===== src/hdl/fdb_pkg.sv =====
// ============================================================================
// fdb_pkg
// Shared types and constants of the frame downscaler and binarizer.
// ============================================================================
package fdb_pkg;

    // Display geometry: 128 x 64 pixels, read out as 64-pixel half-rows.
    localparam int OUT_WIDTH_LOG2  = 7;
    localparam int OUT_HEIGHT_LOG2 = 6;
    localparam int WORD_BITS       = 64;
    localparam int WIDX_W          = 7;

    // Frame mean accumulator and threshold arithmetic.
    localparam int SUM_W         = 22;
    localparam int PIX_W         = 8;
    localparam int THRESH_OFFSET = 10;
    localparam int PIX_MAX       = 255;

    // Configuration port.
    localparam int CFG_IDX_W  = 3;
    localparam int CFG_DATA_W = 9;
    localparam int DIM_W      = 9;

    localparam logic [CFG_IDX_W-1:0] REG_ADAPTIVE  = 3'd0;
    localparam logic [CFG_IDX_W-1:0] REG_FIXED_THR = 3'd1;
    localparam logic [CFG_IDX_W-1:0] REG_BOOST     = 3'd2;
    localparam logic [CFG_IDX_W-1:0] REG_WIDTH     = 3'd3;
    localparam logic [CFG_IDX_W-1:0] REG_HEIGHT    = 3'd4;

    localparam logic             RST_ADAPTIVE  = 1'b1;
    localparam logic [PIX_W-1:0] RST_FIXED_THR = 8'd128;
    localparam logic [PIX_W-1:0] RST_BOOST     = 8'd30;
    localparam logic [DIM_W-1:0] RST_WIDTH     = 9'd160;
    localparam logic [DIM_W-1:0] RST_HEIGHT    = 9'd120;

    // Operation codes carried in the input tuser.
    localparam logic OP_LOAD = 1'b0;
    localparam logic OP_READ = 1'b1;

    // Controller to datapath commands.
    typedef struct packed {
        logic load_en;      // store the pixel of the accepted transfer
        logic req_capture;  // latch the word index of an accepted read
        logic prep1;        // source row, sample count, column accumulator
        logic prep2;        // row base address, divider start
        logic div_step;     // one restoring-division step
        logic thr_latch;    // settle the threshold for this word
        logic issue;        // read one source pixel from the frame store
        logic shift;        // compare the returned pixel, shift in its bit
        logic out_load;     // move the finished word to the output register
    } t_cmd;

endpackage


===== src/hdl/fdb_dpath.sv =====
// ============================================================================
// fdb_dpath
// Datapath: configuration registers, load position and frame sum, threshold
// divider, source address generation, pixel compare and the result register.
// ============================================================================
module fdb_dpath #(
    parameter int MAX_WIDTH  = 256,
    parameter int MAX_HEIGHT = 256
) (
    input  logic                                   i_clk,
    input  logic                                   i_rst_n,
    input  fdb_pkg::t_cmd                          i_cmd,
    // configuration writes
    input  logic                                   i_cfg_we,
    input  logic [fdb_pkg::CFG_IDX_W-1:0]          i_cfg_index,
    input  logic [fdb_pkg::CFG_DATA_W-1:0]         i_cfg_data,
    // input item fields
    input  logic                                   i_first,
    input  logic [fdb_pkg::PIX_W-1:0]              i_pixel,
    input  logic [fdb_pkg::WIDX_W-1:0]             i_word_index,
    // frame store ports
    output logic                                   o_we,
    output logic [$clog2(MAX_WIDTH*MAX_HEIGHT)-1:0] o_waddr,
    output logic [fdb_pkg::PIX_W-1:0]              o_wdata,
    output logic [$clog2(MAX_WIDTH*MAX_HEIGHT)-1:0] o_raddr,
    input  logic [fdb_pkg::PIX_W-1:0]              i_rdata,
    // result
    output logic [fdb_pkg::WORD_BITS-1:0]          o_bits,
    output logic [fdb_pkg::PIX_W-1:0]              o_threshold
);

    localparam int W_W   = $clog2(MAX_WIDTH + 1);
    localparam int H_W   = $clog2(MAX_HEIGHT + 1);
    localparam int COL_W = $clog2(MAX_WIDTH);
    localparam int A_W   = $clog2(MAX_WIDTH * MAX_HEIGHT);
    localparam int SMP_W = W_W + H_W;
    localparam int ACC_W = fdb_pkg::OUT_WIDTH_LOG2 + W_W;
    localparam int Y_W   = fdb_pkg::WIDX_W - 1;
    localparam int SUM_W = fdb_pkg::SUM_W;
    localparam int PIX_W = fdb_pkg::PIX_W;

    // ---------------- configuration registers ----------------
    logic                           r_adaptive;
    logic [PIX_W-1:0]               r_fixed_thr;
    logic [PIX_W-1:0]               r_boost;
    logic [fdb_pkg::DIM_W-1:0]      r_cfg_width;
    logic [fdb_pkg::DIM_W-1:0]      r_cfg_height;

    always_ff @(posedge i_clk) begin
        if (!i_rst_n) begin
            r_adaptive   <= fdb_pkg::RST_ADAPTIVE;
            r_fixed_thr  <= fdb_pkg::RST_FIXED_THR;
            r_boost      <= fdb_pkg::RST_BOOST;
            r_cfg_width  <= fdb_pkg::RST_WIDTH;
            r_cfg_height <= fdb_pkg::RST_HEIGHT;
        end else if (i_cfg_we) begin
            case (i_cfg_index)
                fdb_pkg::REG_ADAPTIVE:  r_adaptive   <= i_cfg_data[0];
                fdb_pkg::REG_FIXED_THR: r_fixed_thr  <= i_cfg_data[PIX_W-1:0];
                fdb_pkg::REG_BOOST:     r_boost      <= i_cfg_data[PIX_W-1:0];
                fdb_pkg::REG_WIDTH:     r_cfg_width  <= i_cfg_data;
                fdb_pkg::REG_HEIGHT:    r_cfg_height <= i_cfg_data;
                default: begin
                end
            endcase
        end
    end

    // Effective dimensions: zero acts as one, oversize acts as the maximum.
    logic [W_W-1:0] w;
    logic [H_W-1:0] h;

    always_comb begin
        if (r_cfg_width == '0) begin
            w = W_W'(1);
        end else if (int'(r_cfg_width) > MAX_WIDTH) begin
            w = W_W'(MAX_WIDTH);
        end else begin
            w = W_W'(r_cfg_width);
        end
        if (r_cfg_height == '0) begin
            h = H_W'(1);
        end else if (int'(r_cfg_height) > MAX_HEIGHT) begin
            h = H_W'(MAX_HEIGHT);
        end else begin
            h = H_W'(r_cfg_height);
        end
    end

    // ---------------- frame loading ----------------
    logic [COL_W-1:0] r_col, n_col;
    logic [H_W-1:0]   r_row, n_row;
    logic [SUM_W-1:0] r_sum, n_sum;
    logic [COL_W-1:0] col_e;
    logic [H_W-1:0]   row_e;
    logic [SUM_W-1:0] sum_e;
    logic             in_frame;
    logic             col_ok;
    logic [W_W:0]     col_inc;
    logic [H_W+W_W-1:0] load_addr;

    always_comb begin
        col_e     = i_first ? '0 : r_col;
        row_e     = i_first ? '0 : r_row;
        sum_e     = i_first ? '0 : r_sum;
        in_frame  = (row_e < h);
        col_ok    = (W_W'(col_e) < w);
        col_inc   = {1'b0, W_W'(col_e)} + 1'b1;
        load_addr = (H_W+W_W)'(row_e * w) + (H_W+W_W)'(col_e);
        n_col     = col_e;
        n_row     = row_e;
        n_sum     = sum_e;
        if (in_frame) begin
            if (col_ok && !row_e[0] && !col_e[0]) begin
                n_sum = sum_e + SUM_W'(i_pixel);
            end
            if (col_inc >= {1'b0, w}) begin
                n_col = '0;
                n_row = row_e + 1'b1;
            end else begin
                n_col = col_inc[COL_W-1:0];
            end
        end
    end

    assign o_we    = i_cmd.load_en && in_frame && col_ok;
    assign o_waddr = load_addr[A_W-1:0];
    assign o_wdata = i_pixel;

    always_ff @(posedge i_clk) begin
        if (!i_rst_n) begin
            r_col <= '0;
            r_row <= '0;
            r_sum <= '0;
        end else if (i_cmd.load_en) begin
            r_col <= n_col;
            r_row <= n_row;
            r_sum <= n_sum;
        end
    end

    // ---------------- read word setup ----------------
    logic [fdb_pkg::WIDX_W-1:0] r_widx;
    logic [H_W-1:0]             r_sy;
    logic [SMP_W-1:0]           r_samples;
    logic [ACC_W-1:0]           r_acc;
    logic [A_W-1:0]             r_base;
    logic [Y_W+H_W-1:0]         sy_prod;
    logic [W_W-1:0]             half_w;
    logic [H_W-1:0]             half_h;
    logic [W_W:0]               w_inc;
    logic [H_W:0]               h_inc;
    logic [H_W+W_W-1:0]         base_prod;

    assign sy_prod   = (Y_W+H_W)'(r_widx[fdb_pkg::WIDX_W-1:1] * h);
    assign w_inc     = {1'b0, w} + 1'b1;
    assign h_inc     = {1'b0, h} + 1'b1;
    assign half_w    = w_inc[W_W:1];
    assign half_h    = h_inc[H_W:1];
    assign base_prod = (H_W+W_W)'(r_sy * w);

    // ---------------- threshold divider ----------------
    logic [SMP_W-1:0] r_rem;
    logic [SUM_W-1:0] r_quo;
    logic [SMP_W:0]   trial;
    logic             q_bit;
    logic [SUM_W:0]   q_plus;
    logic [PIX_W-1:0] thr_adapt;
    logic [PIX_W-1:0] r_thr;

    assign trial  = {r_rem, r_quo[SUM_W-1]};
    assign q_bit  = (trial >= {1'b0, r_samples});
    assign q_plus = {1'b0, r_quo} + (SUM_W+1)'(fdb_pkg::THRESH_OFFSET);
    assign thr_adapt = (q_plus > (SUM_W+1)'(fdb_pkg::PIX_MAX)) ?
                       PIX_W'(fdb_pkg::PIX_MAX) : q_plus[PIX_W-1:0];

    // ---------------- pixel compare ----------------
    logic [PIX_W:0]               boosted;
    logic [PIX_W-1:0]             pix_sat;
    logic                         dark;
    logic [fdb_pkg::WORD_BITS-1:0] r_word;
    logic [ACC_W-1:0]             sx_full;

    assign boosted = {1'b0, i_rdata} + {1'b0, r_boost};
    assign pix_sat = boosted[PIX_W] ? PIX_W'(fdb_pkg::PIX_MAX) : boosted[PIX_W-1:0];
    assign dark    = (pix_sat < r_thr);
    assign sx_full = r_acc >> fdb_pkg::OUT_WIDTH_LOG2;
    assign o_raddr = r_base + A_W'(sx_full);

    logic [fdb_pkg::WORD_BITS-1:0] r_out_bits;
    logic [PIX_W-1:0]              r_out_thr;

    always_ff @(posedge i_clk) begin
        if (i_cmd.req_capture) begin
            r_widx <= i_word_index;
        end
        if (i_cmd.prep1) begin
            r_sy      <= sy_prod[Y_W+H_W-1:fdb_pkg::OUT_HEIGHT_LOG2];
            r_samples <= SMP_W'(half_w * half_h);
            r_acc     <= r_widx[0] ? (ACC_W'(w) << (fdb_pkg::WIDX_W - 1)) : '0;
        end
        if (i_cmd.prep2) begin
            r_base <= base_prod[A_W-1:0];
            r_rem  <= '0;
            r_quo  <= r_sum;
        end
        if (i_cmd.div_step) begin
            r_rem <= q_bit ? SMP_W'(trial - {1'b0, r_samples}) : trial[SMP_W-1:0];
            r_quo <= {r_quo[SUM_W-2:0], q_bit};
        end
        if (i_cmd.thr_latch) begin
            r_thr <= r_adaptive ? thr_adapt : r_fixed_thr;
        end
        if (i_cmd.issue) begin
            r_acc <= r_acc + ACC_W'(w);
        end
        if (i_cmd.shift) begin
            r_word <= {dark, r_word[fdb_pkg::WORD_BITS-1:1]};
        end
        if (i_cmd.out_load) begin
            r_out_bits <= r_word;
            r_out_thr  <= r_thr;
        end
    end

    assign o_bits      = r_out_bits;
    assign o_threshold = r_out_thr;

endmodule


===== config.mk =====
export PLATFORM = sky130hd
export DESIGN_NAME = fdb_dpath
export DESIGN_NICKNAME = d
export VERILOG_FILES = /design/src/hdl/fdb_pkg.sv /design/src/hdl/fdb_dpath.sv
export SDC_FILE = /design/constraint.sdc
export NUM_CORES = 1
export LEC_CHECK = 0
export BUFFER_PORTS_ARGS = -buffer_cell sky130_fd_sc_hd__buf_2
export CAP_MARGIN = 40
export CORE_MARGIN = 2
export CORE_UTILIZATION = 64
export CTS_BUF_LIST = sky130_fd_sc_hd__clkbuf_8
export DETAILED_ROUTE_END_ITERATION = 10
export GPL_TIMING_DRIVEN = 0
export PLACE_DENSITY = 0.92
export SLEW_MARGIN = 20
export SYNTH_ARGS = -nofsm -noshare
export SYNTH_HDL_FRONTEND = slang
export SYNTH_SLANG_ARGS = --single-unit

===== constraint.sdc =====
create_clock -name i_clk -period 8.03 [get_ports i_clk]
set_input_delay 0.803 -clock i_clk [delete_from_list [all_inputs] [get_ports i_clk]]
set_output_delay 0.803 -clock i_clk [all_outputs]
set_load 0.01 [all_outputs]

==> summary.md <==
| Metric | Value |
|---|---|
| Num CTS Buffers | 55 |
| Hold-fix buffers, CTS | 0 |
| Count of flip-flops with a built-in enable after synthesis | 250 |
| Synth-to-layout area growth | 10.95% |
| Fraction of the yosys area taken by sequential cells | 0.3649 |
| Share of synthesized flip-flops with an asynchronous set or reset | 0 |
| Deepest clock path buffer count | 3 |
| Endpoint of the worst-slack reg-to-reg timing path | r_samples[17] |
| Post-layout min period | 7.844 ns |
| Gp weighted congestion | 0.9159 |
| Crit path kind | reg2out |
| Clock latency on the worst-skew pair | 0.66 ns |
| Ports | 161 |
| Area share of the largest cell type after synthesis | 0.3047 |
| Setup crit end | o_waddr[15] |
| Result of the run | completed |
| Detailed Routing Iterations Pass 1 | 6 |
| Post-synthesis cell count | 2448 |
| Pin count of the biggest net entering global routing | 73 |
| Number of standard-cell rows in the floorplan | 71 |
| Cell at the root of the clock tree | sky130_fd_sc_hd__clkbuf_8 |
| Fraction of final layout cells with drive strength greater than 1 | 0.1145 |
| Area occupied by multi-input gates | 14130 um^2 |
| Starting density of the core | 0.6525 |
| Leakage Power | 12.60 nW |
| Total clock sinks | 324 |
| Setup repair after global routing missed its margin | false |
| Critical Path Source Type | register |
| Vert. Die Dim | 200.2 um |
| Slew Limit Headroom | 0.3997 |
| Total overflow reported by the global router | 0 |
| Largest cells by area after synthesis | sky130_fd_sc_hd__edfxtp_1 30%, sky130_fd_sc_hd__fa_1 15%, sky130_fd_sc_hd__ha_1 11%, sky130_fd_sc_hd__dfxtp_1 6.0%, sky130_fd_sc_hd__nand2_1 5.1% |
| Number of nets in the final layout | 3140 |
| Number of input and output port buffers inserted | 159 |
| Average detailed-routed wire length per instance | 19.22 um |
| Post-synth top area cell | sky130_fd_sc_hd__edfxtp_1 |
| Worst Path Required | 7.23 ns |
| Register clock-pin slew on the reported worst setup and hold paths | 0.06 ns |
| Count of nets left with antenna violations after detail routing | 0 |
| CTS H-tree depth | 2 |
| Fmax | 127.5 MHz |
| Remaining DRCs | 0 |
| Most used cells in the layout excluding fill and tap cells | 341 x sky130_fd_sc_hd__inv_1, 337 x sky130_fd_sc_hd__nand2_1, 250 x sky130_fd_sc_hd__edfxtp_1, 224 x sky130_fd_sc_hd__ha_1, 185 x sky130_fd_sc_hd__fa_1 |
| Overall power after layout | 6.101 mW |
| Drt first-iter violations | 1838 |
| Width of the chip | 200.2 um |
| Die ar. | 40080 um^2 |
| Count of cells along the worst register-to-register path | 25 |
| Setup violations, final | 0 |
| First-pass GRT wire length | 100200 um |
| Post-detailed-routing wire length | 62230 um |
| Detail Placement HPWL | 45660 um |
| TritonCTS clock tree | done |
| Power per cell area | 223.2 nW/um^2 |
| Share of the clock period used by the worst path after layout | 0.9768 |
| Final clock skew | 0.03996 ns |
| Final Hold Violating Endpoints | 0 |
| Area of all sequential standard cells | 8990 um^2 |
| Max Transition Viols Final | 0 |
| Per-cell via count in the routed design | 6.078 |
| Class of the worst hold path | in2reg |
| Most used DFF post-synth | sky130_fd_sc_hd__edfxtp_1 |
| Flip-flop and latch count after synthesis | 324 |
| Count of fill cells added during filler insertion | 2479 |
| Arrival time of data at the critical path endpoint | 7.04 ns |
| Maximum net fanout on the critical path | 9 |
| Sort of element at the end of the critical path | output port |
| Count of distinct cell types in the synthesized netlist | 81 |
| Synth warnings | 0 |
| Launch point of the critical path | r_cfg_width[3] |
| Number of global-route vias before repair | 20392 |
| CORE AREA | 37760 um^2 |
| Maxcap violations | 0 |
| Leading cell type in the layout, fill and taps excluded | sky130_fd_sc_hd__inv_1 |
| Netlist Area Pre-Place | 24640 um^2 |
| Reg-to-Reg Start | r_cfg_width[4] |
| Setup TNS after final layout | 0 ns |
| R2R setup slack | 0.95 ns |
| Worst hold path startpoint | i_word_index[1] |
| Avg Inst Size Synth | 10.06 um^2 |
| Slew at the pin with the worst max-slew slack | 0.8940 ns |
| Max VDD drop | 0.1399 mV |
| GRT Total Usage | 0.3088 |
| Initial antenna violation count | 1 |
| Overall via count from detail_route | 19679 |
## cells by family (layout without fill, tap and decap cells)
logic type / after synthesis / in the layout / synth area share
other: 2 / 18 / 0.0003048
flip-flops: 324 / 324 / 0.3649
AO/OA/AOI/OAI: 351 / 351 / 0.09553
AND/OR/NAND/NOR: 792 / 792 / 0.1515
XOR/XNOR: 116 / 116 / 0.04124
adder cells (fa/ha/maj): 409 / 409 / 0.2641
multiplexers: 40 / 40 / 0.01747
buffers and inverters: 414 / 677 / 0.06496
## per-layer routing
| layer | wire length (um) | share of wire | up-vias | GRT usage |
|---|---|---|---|---|
| met3 | 5706 | 0.092 | 280 | 0.05744 |
| li1 | - | - | 8730 | - |
| met2 | 30960 | 0.50 | 1154 | 0.5368 |
| met5 | 0 | 0 | - | 0 |
| met1 | 22310 | 0.36 | 9515 | 0.3623 |
| met4 | 3260 | 0.052 | 0 | 0.1695 |
## synth_stat cells (6+ instances only)
cell and n:
sky130_fd_sc_hd__inv_1 326, sky130_fd_sc_hd__clkinv_1 9, sky130_fd_sc_hd__buf_4 9, sky130_fd_sc_hd__nand2_1 338, sky130_fd_sc_hd__nor2b_1 42, sky130_fd_sc_hd__dfxtp_1 74, sky130_fd_sc_hd__or2_2 7, sky130_fd_sc_hd__mux2_2 24
sky130_fd_sc_hd__fa_1 185, sky130_fd_sc_hd__nand3_1 63, sky130_fd_sc_hd__a21boi_0 9, sky130_fd_sc_hd__o21ai_0 56, sky130_fd_sc_hd__a211o_1 9, sky130_fd_sc_hd__nor2_1 139, sky130_fd_sc_hd__xor2_1 28, sky130_fd_sc_hd__or3_1 8
sky130_fd_sc_hd__a31oi_1 9, sky130_fd_sc_hd__o2bb2ai_1 6, sky130_fd_sc_hd__nand4_1 10, sky130_fd_sc_hd__o211ai_1 18, sky130_fd_sc_hd__buf_1 21, sky130_fd_sc_hd__mux2i_1 16, sky130_fd_sc_hd__and2_1 65, sky130_fd_sc_hd__o21a_1 20
sky130_fd_sc_hd__and4_1 8, sky130_fd_sc_hd__a211oi_1 16, sky130_fd_sc_hd__a21oi_1 105, sky130_fd_sc_hd__o311ai_0 7, sky130_fd_sc_hd__and2b_1 6, sky130_fd_sc_hd__edfxtp_1 250, sky130_fd_sc_hd__nor4_1 9, sky130_fd_sc_hd__clkbuf_1 43
sky130_fd_sc_hd__nor3_1 29, sky130_fd_sc_hd__nand3b_1 8, sky130_fd_sc_hd__a2111o_1 6, sky130_fd_sc_hd__xnor2_1 88, sky130_fd_sc_hd__nand2b_1 17, sky130_fd_sc_hd__ha_1 224, sky130_fd_sc_hd__a22o_1 11, sky130_fd_sc_hd__and3_1 23
sky130_fd_sc_hd__o22ai_1 7, sky130_fd_sc_hd__a21o_1 23
## flip-flops by register name (all words and copies together) (netlist names), 9 cells and up
signal,cells
r_word,64
r_cfg_height,9
r_samples,18
r_row,9
r_base,16
o_bits,64
r_cfg_width,9
r_quo,22
r_sy,9
r_rem,18
r_sum,22
r_acc,16
## critical path, stage by stage, from the launching register on
cell and delay (ns):
sky130_fd_sc_hd__dfxtp_1 0.40, sky130_fd_sc_hd__nor2b_1 0.16, sky130_fd_sc_hd__clkbuf_1 0.49, sky130_fd_sc_hd__clkinv_1 0.52, sky130_fd_sc_hd__nor2_1 0.25, sky130_fd_sc_hd__fa_1 0.44, sky130_fd_sc_hd__ha_1 0.29, sky130_fd_sc_hd__inv_1 0.06
sky130_fd_sc_hd__fa_1 0.54, sky130_fd_sc_hd__inv_1 0.06, sky130_fd_sc_hd__fa_1 0.54, sky130_fd_sc_hd__inv_1 0.06, sky130_fd_sc_hd__fa_1 0.54, sky130_fd_sc_hd__inv_1 0.04, sky130_fd_sc_hd__ha_1 0.38, sky130_fd_sc_hd__a21oi_1 0.15
sky130_fd_sc_hd__o21ai_0 0.24, sky130_fd_sc_hd__a211o_1 0.37, sky130_fd_sc_hd__a31o_2 0.28, sky130_fd_sc_hd__a21oi_1 0.21, sky130_fd_sc_hd__xnor2_1 0.20, sky130_fd_sc_hd__buf_2 0.19
## metrics by stage
step / area [um^2] / worst slack [ns] / std cells / hold WS, ns / util
after global placement: 26130 / 0.1619 / 3133 / 0.4035 / 0.6920
after CTS: 27270 / 0.06620 / 3235 / 0.3226 / 0.7222
after global routing: 27340 / 0.05251 / 3238 / 0.3289 / 0.7240
after floorplan: 24690 / 1.488 / 2463 / 0.4003 / -
final: 27340 / 0.1862 / 3238 / 0.3526 / 0.7240
after detailed placement: 26160 / -0.1532 / 3134 / 0.4189 / 0.6929
## where the power goes
group / total, mW / internal, mW / switching [mW]
combinational: 2.39 / 1.01 / 1.37
sequential: 2.23 / 2.10 / 0.133
clock: 1.48 / 0.763 / 0.718
total: 6.10 / 3.88 / 2.23
## worst min-delay path by stage
stage,to,slack (ns),cells past startpoint
after floorplan,o_bits[0],0.40,0
after global placement,o_bits[0],0.40,0
after detailed placement,o_bits[0],0.42,0
after CTS,r_widx[1],0.32,1
after global routing,r_widx[6],0.33,1
final,r_widx[1],0.35,1
## cell type report
type	count	share of cell area
flip-flops and latches	324	0.3289
inverters	336	0.04646
repair buffers	164	0.03204
diodes	1	0.00009155
clock inverters	36	0.007369
plain buffers	77	0.01277
multi-input cells	1725	0.5168
clock buffers	64	0.03222
well taps	511	0.02339
## timing repair
action                                  in CTS  in global routing
resized for setup                            9                 12
pin swaps                                    1                  0
buffers inserted                             1                  0
endpoints found under the setup margin       8                  1
Power figures use the tool's default switching activity.
